[src/sn2_pkg.sv]
// Shared types, constants and small functions for the 2D simplex noise block.
// Used by every module in src; no other dependencies.
package sn2_pkg;

  localparam int PERM_AW = 8;  // 256-entry permutation table
  localparam int OFS_BITS = 28;  // offsets and falloff are Q28

  // Skew factor (sqrt(3)-1)/2 in Q32 and unskew factor (3-sqrt(3))/6 in Q28.
  localparam logic signed [31:0] SKEW_Q32 = 32'sd1572067139;
  localparam logic [31:0] UNSKEW_Q28 = 32'd56727087;
  localparam logic [31:0] UNSKEW2_Q28 = 32'd113454174;
  localparam logic [31:0] ONE_Q28 = 32'd268435456;

  localparam int D_W = 34;  // dot product of gradient and offset
  localparam int C_W = 60;  // corner contribution t^4 * dot
  localparam int SUM_W = 62;
  localparam int SC_W = 70;  // sum * 70 plus rounding bias
  localparam int OUT_SHIFT = 41;
  localparam int OUT_W = 16;

  // Gradient component codes.
  localparam logic [1:0] GC_ZERO = 2'b00;
  localparam logic [1:0] GC_POS = 2'b01;
  localparam logic [1:0] GC_NEG = 2'b11;

  typedef struct packed {
    logic [1:0] gx;
    logic [1:0] gy;
  } grad_t;

  // Byte modulo 12: (b / 4) / 3 by a multiply with 43/128, exact for b / 4 below 64.
  function automatic logic [3:0] grad_sel(input logic [7:0] b);
    logic [11:0] m;
    logic [4:0] q;
    logic [7:0] r;
    m = 12'(b[7:2]) * 12'd43;
    q = m[11:7];
    r = b - (8'(q) * 8'd12);
    return r[3:0];
  endfunction

  function automatic grad_t grad_vec(input logic [3:0] g);
    grad_t v;
    unique case (g)
      4'd0: v = '{gx: GC_POS, gy: GC_POS};
      4'd1: v = '{gx: GC_NEG, gy: GC_POS};
      4'd2: v = '{gx: GC_POS, gy: GC_NEG};
      4'd3: v = '{gx: GC_NEG, gy: GC_NEG};
      4'd4: v = '{gx: GC_POS, gy: GC_ZERO};
      4'd5: v = '{gx: GC_NEG, gy: GC_ZERO};
      4'd6: v = '{gx: GC_POS, gy: GC_ZERO};
      4'd7: v = '{gx: GC_NEG, gy: GC_ZERO};
      4'd8: v = '{gx: GC_ZERO, gy: GC_POS};
      4'd9: v = '{gx: GC_ZERO, gy: GC_NEG};
      4'd10: v = '{gx: GC_ZERO, gy: GC_POS};
      4'd11: v = '{gx: GC_ZERO, gy: GC_NEG};
      default: v = '{gx: GC_ZERO, gy: GC_ZERO};
    endcase
    return v;
  endfunction

endpackage

[src/sn2_skew.sv]
// Coordinate front end: skew, floor to the cell, and first-corner offsets in Q28.
// Stages 1 to 6 of the pipeline. Depends on sn2_pkg.
module sn2_skew #(
  parameter int POS_FRAC_BITS = 16
) (
  input  logic                                clk,
  input  logic signed [31:0]                  x_pos,
  input  logic signed [31:0]                  y_pos,
  output logic [sn2_pkg::PERM_AW-1:0]         j_cell,
  output logic [sn2_pkg::PERM_AW-1:0]         i_cell,
  output logic signed [31:0]                  x0,
  output logic signed [31:0]                  y0
);

  localparam int CELL_W = 33 - POS_FRAC_BITS;
  localparam int UP = sn2_pkg::OFS_BITS - POS_FRAC_BITS;

  logic signed [31:0] x1_r, y1_r, x2_r, y2_r, x3_r, y3_r;
  logic [31:0] x4_r, y4_r;
  logic signed [32:0] sxy;
  logic signed [32:0] sxy2_r;
  logic signed [63:0] prod;
  logic signed [31:0] s3_r;
  logic signed [32:0] ax, ay;
  logic signed [CELL_W-1:0] i4_r, j4_r;
  logic [31:0] ie, je, ij, uns, xs, ys;
  logic [31:0] xs5_r, ys5_r, uns5_r;
  logic [sn2_pkg::PERM_AW-1:0] i5_r, i6_r;
  logic [31:0] x0_r, y0_r;

  assign sxy = 33'(x1_r) + 33'(y1_r);
  assign prod = 64'(sxy2_r) * 64'(sn2_pkg::SKEW_Q32);
  assign ax = 33'(x3_r) + 33'(s3_r);
  assign ay = 33'(y3_r) + 33'(s3_r);

  assign ie = 32'(i4_r);
  assign je = 32'(j4_r);
  assign ij = ie + je;
  assign uns = ij * sn2_pkg::UNSKEW_Q28;
  assign xs = (x4_r << UP) - {ie[31-sn2_pkg::OFS_BITS:0], {sn2_pkg::OFS_BITS{1'b0}}};
  assign ys = (y4_r << UP) - {je[31-sn2_pkg::OFS_BITS:0], {sn2_pkg::OFS_BITS{1'b0}}};

  always_ff @(posedge clk) begin
    x1_r   <= x_pos;
    y1_r   <= y_pos;
    sxy2_r <= sxy;
    x2_r   <= x1_r;
    y2_r   <= y1_r;
    s3_r   <= prod[63:32];
    x3_r   <= x2_r;
    y3_r   <= y2_r;
    i4_r   <= ax[32:POS_FRAC_BITS];
    j4_r   <= ay[32:POS_FRAC_BITS];
    x4_r   <= x3_r;
    y4_r   <= y3_r;
    xs5_r  <= xs;
    ys5_r  <= ys;
    uns5_r <= uns;
    i5_r   <= i4_r[sn2_pkg::PERM_AW-1:0];
    x0_r   <= xs5_r + uns5_r;
    y0_r   <= ys5_r + uns5_r;
    i6_r   <= i5_r;
  end

  assign j_cell = j4_r[sn2_pkg::PERM_AW-1:0];
  assign i_cell = i6_r;
  assign x0 = $signed(x0_r);
  assign y0 = $signed(y0_r);

endmodule

[config.mk]
export PLATFORM = sky130hd
export DESIGN_NAME = sn2_skew
export DESIGN_NICKNAME = d
export VERILOG_FILES = /design/src/sn2_pkg.sv /design/src/sn2_skew.sv
export SDC_FILE = /design/constraint.sdc
export NUM_CORES = 2
export LEC_CHECK = 0
export BUFFER_PORTS_ARGS = -buffer_cell sky130_fd_sc_hd__buf_2
export CORE_MARGIN = 5
export CORE_UTILIZATION = 60
export DETAILED_ROUTE_END_ITERATION = 10
export PLACE_DENSITY = 0.85
export SETUP_SLACK_MARGIN = 0.2
export SYNTH_ARGS = -nofsm -noshare
export SYNTH_HDL_FRONTEND = slang
export SYNTH_SLANG_ARGS = --single-unit
[constraint.sdc]
create_clock -name clk -period 11.97 [get_ports clk]
set_input_delay 0 -clock clk [delete_from_list [all_inputs] [get_ports clk]]
set_output_delay 0 -clock clk [all_outputs]
set_load 0.01 [all_outputs]
### Yosys cells after proc, flatten, opt, wreduce, memory -nomap -nowiden

Index checks and enable logic that the tools add are counted.
W data, S select, Z words.

| storage, ports and cells | value |
|---|---|
| flip-flop bits (word level) | 507 |
| output and inout port bits | 80 |
| word-level logic and storage cells | 29 |

| operators by class | value |
|---|---|
| add/subtract/negate cells | 8 |
| multipliers | 2 |

Operators by type and width:

| cell | number |
|---|---|
| $add A32 B32 Y33 | 3 |
| $add A32 B32 Y32 | 2 |
| $mul A33 B32 Y64 const B | 1 |
| $sub A32 B32 Y32 | 2 |
| $mul A18 B27 Y32 const B | 1 |
| $add A17 B17 Y18 | 1 |

### Longest topological paths before layout

| depth | value |
|---|---|
| depth in word-level cells | 2 |
| mapped depth | 33 |
| mapped depth without buffers | 33 |

### Least setup slack after synthesis

Ideal clock, no wire load.

| timing | value |
|---|---|
| path kind | register to register |
| start | reg sxy2_r[32] |
| end | reg s3_r[29] |
| data arrival time | 8.599 ns |
| data required time | 11.875 ns |
| path slack | 3.276 ns |
| stages on the path, launching flop included | 22 |
| clock period less this slack | 8.694 ns |
| path through | dfxtp_1 > inv_1 > fa_1 > inv_1 > fa_1 > fa_1 > fa_1 > fa_1 > fa_1 > inv_1 > fa_1 > inv_1 > ha_1 > nand4_1 > nor3_1 > nand4_1 > o22ai_1 > nor4_2 > o31ai_2 > a21boi_1 > nand2b_1 > a221oi_1 |

| on the way | value |
|---|---|
| cells in the longest elaborated chain, start to end | 1 |

Ends and longest elaborated chain:

| element | RTL line | text |
|---|---|---|
| start, declared | sn2_skew.sv:21 | `logic signed [32:0] sxy2_r;` |
| start signal, assigned | sn2_skew.sv:46 | `sxy2_r <= sxy;` |
| $mul A33 B32 Y64 | sn2_skew.sv:32 | `assign prod = 64'(sxy2_r) * 64'(sn2_pkg::SKEW_Q32);` |
| named net prod[61] | sn2_skew.sv:22 | `logic signed [63:0] prod;` |
| end signal, assigned | sn2_skew.sv:49 | `s3_r <= prod[63:32];` |
| end, declared | sn2_skew.sv:23 | `logic signed [31:0] s3_r;` |

The timed path passes the listed nets, and every way through them passes these cells.

### Worst setup path in the final report

| timing | value |
|---|---|
| start | reg j4_r[0] |
| end | reg uns5_r[31] |

| on the way | value |
|---|---|
| cells in the longest elaborated chain, start to end | 2 |

Ends and longest elaborated chain:

| element | RTL line | text |
|---|---|---|
| start, declared | sn2_skew.sv:25 | `logic signed [CELL_W-1:0] i4_r, j4_r;` |
| start signal, assigned | sn2_skew.sv:53 | `j4_r <= ay[32:POS_FRAC_BITS];` |
| $add A17 B17 Y18 | sn2_skew.sv:38 | `assign ij = ie + je;` |
| $mul A18 B27 Y32 | sn2_skew.sv:39 | `assign uns = ij * sn2_pkg::UNSKEW_Q28;` |
| named net uns[31] | sn2_skew.sv:26 | `logic [31:0] ie, je, ij, uns, xs, ys;` |
| end signal, assigned | sn2_skew.sv:58 | `uns5_r <= uns;` |
| end, declared | sn2_skew.sv:27 | `logic [31:0] xs5_r, ys5_r, uns5_r;` |

The timed path passes the listed nets, and every way through them passes these cells.

==> run_results.csv <==
group,metric,value,unit
status,status,"complete, no violations",
clock_tree,post_cts_buffers,0,
global_route,antenna_found_initial,1,
critical_path,critPathCaptureType,"flip-flop",
clock_tree,cts_buffers,47,
floorplanning,io_pins,145,
timing,period_needed,7953,ps
global_route,grt_max_degree,42,
placed_design,portBuffers,144,
cells_and_area,final_cells,5028,
critical_path,crit_fanout,5,
drt,postRouteAntennaNets,0,
drt,wl,105.0,mm
drt,routedWlPerCell,20.88,µm
critical_path,crit_arrival,8440,ps
critical_path,slowest_delay,490,ps
logic_synthesis,synth_area,0.04099,mm²
cells_and_area,area_growth,9.886,%
cells_and_area,nets,5452,
drt,drc,0,
drt,num_vias,27700,
timing,slew_violations,0,
critical_path,r2r-start,"j4_r[0]",
global_route,first_global_vias,30160,
clock_tree,clock_path_buffers,3,
clock_tree,clk_pin_slew_worst_paths,70,ps
clock_tree,cts_root_buf,"clkbuf_16",
clock_tree,cts.sinks,471,
critical_path,critPathRequiredTime,12460,ps
hold_path,holdPathStages,2,
global_route,grt_pass1_wl,164.9,mm
floorplanning,rows,95,
floorplanning,die_area,0.07365,mm²
logic_synthesis,yosys_warnings,0,
floorplanning,dieHeight,271.4,µm
clock_tree,htree_levels,2,
critical_path,rr_worst_depth,32,
clock_tree,clk_latency,620,ps
critical_path,worstSetupPathType,"reg -> reg",
floorplanning,die_x,271.4,µm
timing,finalSetupViolCount,0,
timing,skew,64.11,ps
timing,rsz0062_at_grt,"no",
cells_and_area,n_antenna_cell,0,
timing,relSlewSlack,0.1657,
timing,worstMarginPinSlew,1240,ps
critical_path,reg2reg_to,"uns5_r[31]",
floorplanning,core_area,0.06751,mm²
logic_synthesis,yosysSeqAreaShare,0.2300,
cells_and_area,final_cell_mix,"inv_1, fa_1, ha_1, dfxtp_1, a21oi_1",
cells_and_area,mostFrequentLayoutCell,"inv_1",
timing,hold_violations,0,
cells_and_area,final_layout_size_suffix_gt1_frac,0.06306,
job,maxCapViolations,0,
clock_tree,cts_tree,"done",
logic_synthesis,synth_area_per_cell,10.58,µm²
hold_path,holdPathEnd,"y1_r[0]",
timing,finalSetupTns,0,ps
logic_synthesis,syn-num-nets,5208,
critical_path,critPathLaunchType,"flip-flop",
global_route,grt.overflow.total,0,
drt,firstDrtPassIters,5,
logic_synthesis,synth_flop_cell,"dfxtp_1",
timing,fin_crit_sh,0.6644,
timing,clock.fmax,125.7,MHz
global_route,track_usage,0.2867,
drt,viasPerCell,5.509,
logic_synthesis,synth_cells,3874,
logic_synthesis,synth-edff-count,0,
critical_path,crit_slowest_cell,"fa_1",
drt,drtIter0Drc,2112,
logic_synthesis,synthArstFlopShare,0,
hold_path,worst_hold_path_type,"in -> reg",
placed_design,dp.cells,4872,
floorplanning,start_util,0.6072,
hold_path,min_from,"y_pos[0]",
logic_synthesis,ys_types,72,
critical_path,r2r_setup_slack,4020,ps
logic_synthesis,synth-seq-cells,471,
placed_design,gp_congestion,1.048,
placed_design,dp_hpwl,87.55,mm
## flip-flops by register name, summed over array words and instances, names as in the netlist, 17 cells and up
signal,count
sxy2_r,33
s3_r,32
uns5_r,32
x0,32
x1_r,32
x2_r,32
x3_r,32
y1_r,32
y2_r,32
y3_r,32
x4_r,20
xs5_r,20
y0,20
y4_r,20
ys5_r,20
i4_r,17
j4_r,17
## worst max-delay path, delay by kind of cell, from the launching register on
family / cells / cell delay (ps)
compound gates: 14 / 3190
fa+ha+maj: 8 / 3090
buf+inv: 5 / 260
flops: 1 / 350
mux: 1 / 340
simple gates: 4 / 610
## per-stage QoR
step	cell area, µm²	setup slack (ps)	hold slack [ps]	util
floorplan	40990	3276	27.72	-
global placement	42680	4237	103.4	0.6322
detailed placement	42680	4102	103.6	0.6322
CTS	45050	4079	1.504	0.6672
global route	45050	3541	15.07	0.6672
finish	45050	4017	10.89	0.6672
## logic make-up (layout without fill, tap and decap cells)
kind of cell / after synthesis / count (layout) / synth area share
mux: 4 / 4 / 0.001099
compound gates: 493 / 493 / 0.07734
buf+inv: 1103 / 1384 / 0.1030
flops: 471 / 471 / 0.2300
simple gates: 352 / 352 / 0.04352
fa+ha+maj: 1269 / 1269 / 0.5062
xor+xnor: 182 / 182 / 0.03888
## area by class of cell
| cell class | instances | area, µm² |
|---|---|---|
| Fill cell | 4826 | 22470 |
| Inverter | 1077 | 4043 |
| Clock buffer | 60 | 1295 |
| Tap cell | 873 | 1092 |
| Sequential cell | 471 | 9430 |
| Multi-Input combinational cell | 2300 | 27340 |
| Clock inverter | 26 | 369.1 |
| Timing Repair Buffer | 221 | 1474 |
## layer usage
metal | up-vias | GRT usage | part of all wire
li1 | 12550 | - | -
met4 | 2 | 0.1223 | 0.050
met1 | 13640 | 0.3562 | 0.38
met2 | 1208 | 0.4763 | 0.47
met3 | 300 | 0.07612 | 0.096
met5 | - | 0 | 0.00012
## worst max path at each step
stage,start,to,slack (ps),cells after the start
after global placement,sxy2_r[31],s3_r[31],4240,24
final,j4_r[0],uns5_r[31],4020,32
after CTS,sxy2_r[31],s3_r[31],4080,24
after floorplan,sxy2_r[32],s3_r[29],3280,21
after global routing,i4_r[1],uns5_r[31],3540,29
after detailed placement,sxy2_r[31],s3_r[31],4100,24
## cell usage after synthesis (6+ instances only)
cell | number | area share
nor2_1 | 80 | 0.0073
dfxtp_1 | 471 | 0.23
xor2_1 | 56 | 0.012
nor3_1 | 25 | 0.0031
nor2b_1 | 30 | 0.0046
and2_1 | 9 | 0.0014
nand2b_1 | 21 | 0.0032
o21ai_0 | 99 | 0.012
buf_4 | 21 | 0.0038
xnor2_1 | 126 | 0.027
a21oi_1 | 148 | 0.018
nor4_1 | 7 | 0.0011
nand2_1 | 74 | 0.0068
a31o_2 | 9 | 0.0019
o21bai_1 | 24 | 0.0044
o211ai_1 | 11 | 0.0020
o21a_1 | 26 | 0.0048
nand3_1 | 35 | 0.0043
a21boi_0 | 6 | 0.0011
a211oi_1 | 20 | 0.0037
inv_1 | 1077 | 0.099
or2_2 | 6 | 0.00092
and3_1 | 10 | 0.0015
ha_1 | 620 | 0.19
fa_1 | 649 | 0.32
a21o_1 | 71 | 0.013
nand4_1 | 29 | 0.0044
o31a_1 | 6 | 0.0013
a31oi_1 | 15 | 0.0023
or4_1 | 6 | 0.0011
## timing repair
| action | CTS | global route |
|---|---|---|
| endpoints found under the hold margin | 64 | 0 |
| setup endpoints to repair | 0 | 0 |
| gates resized for setup | 0 | 0 |
| hold buffers | 70 | 0 |
Power is left out: the tool's default activity adds up to more than one toggle a clock period on the data nets, which glitch-free logic cannot reach.
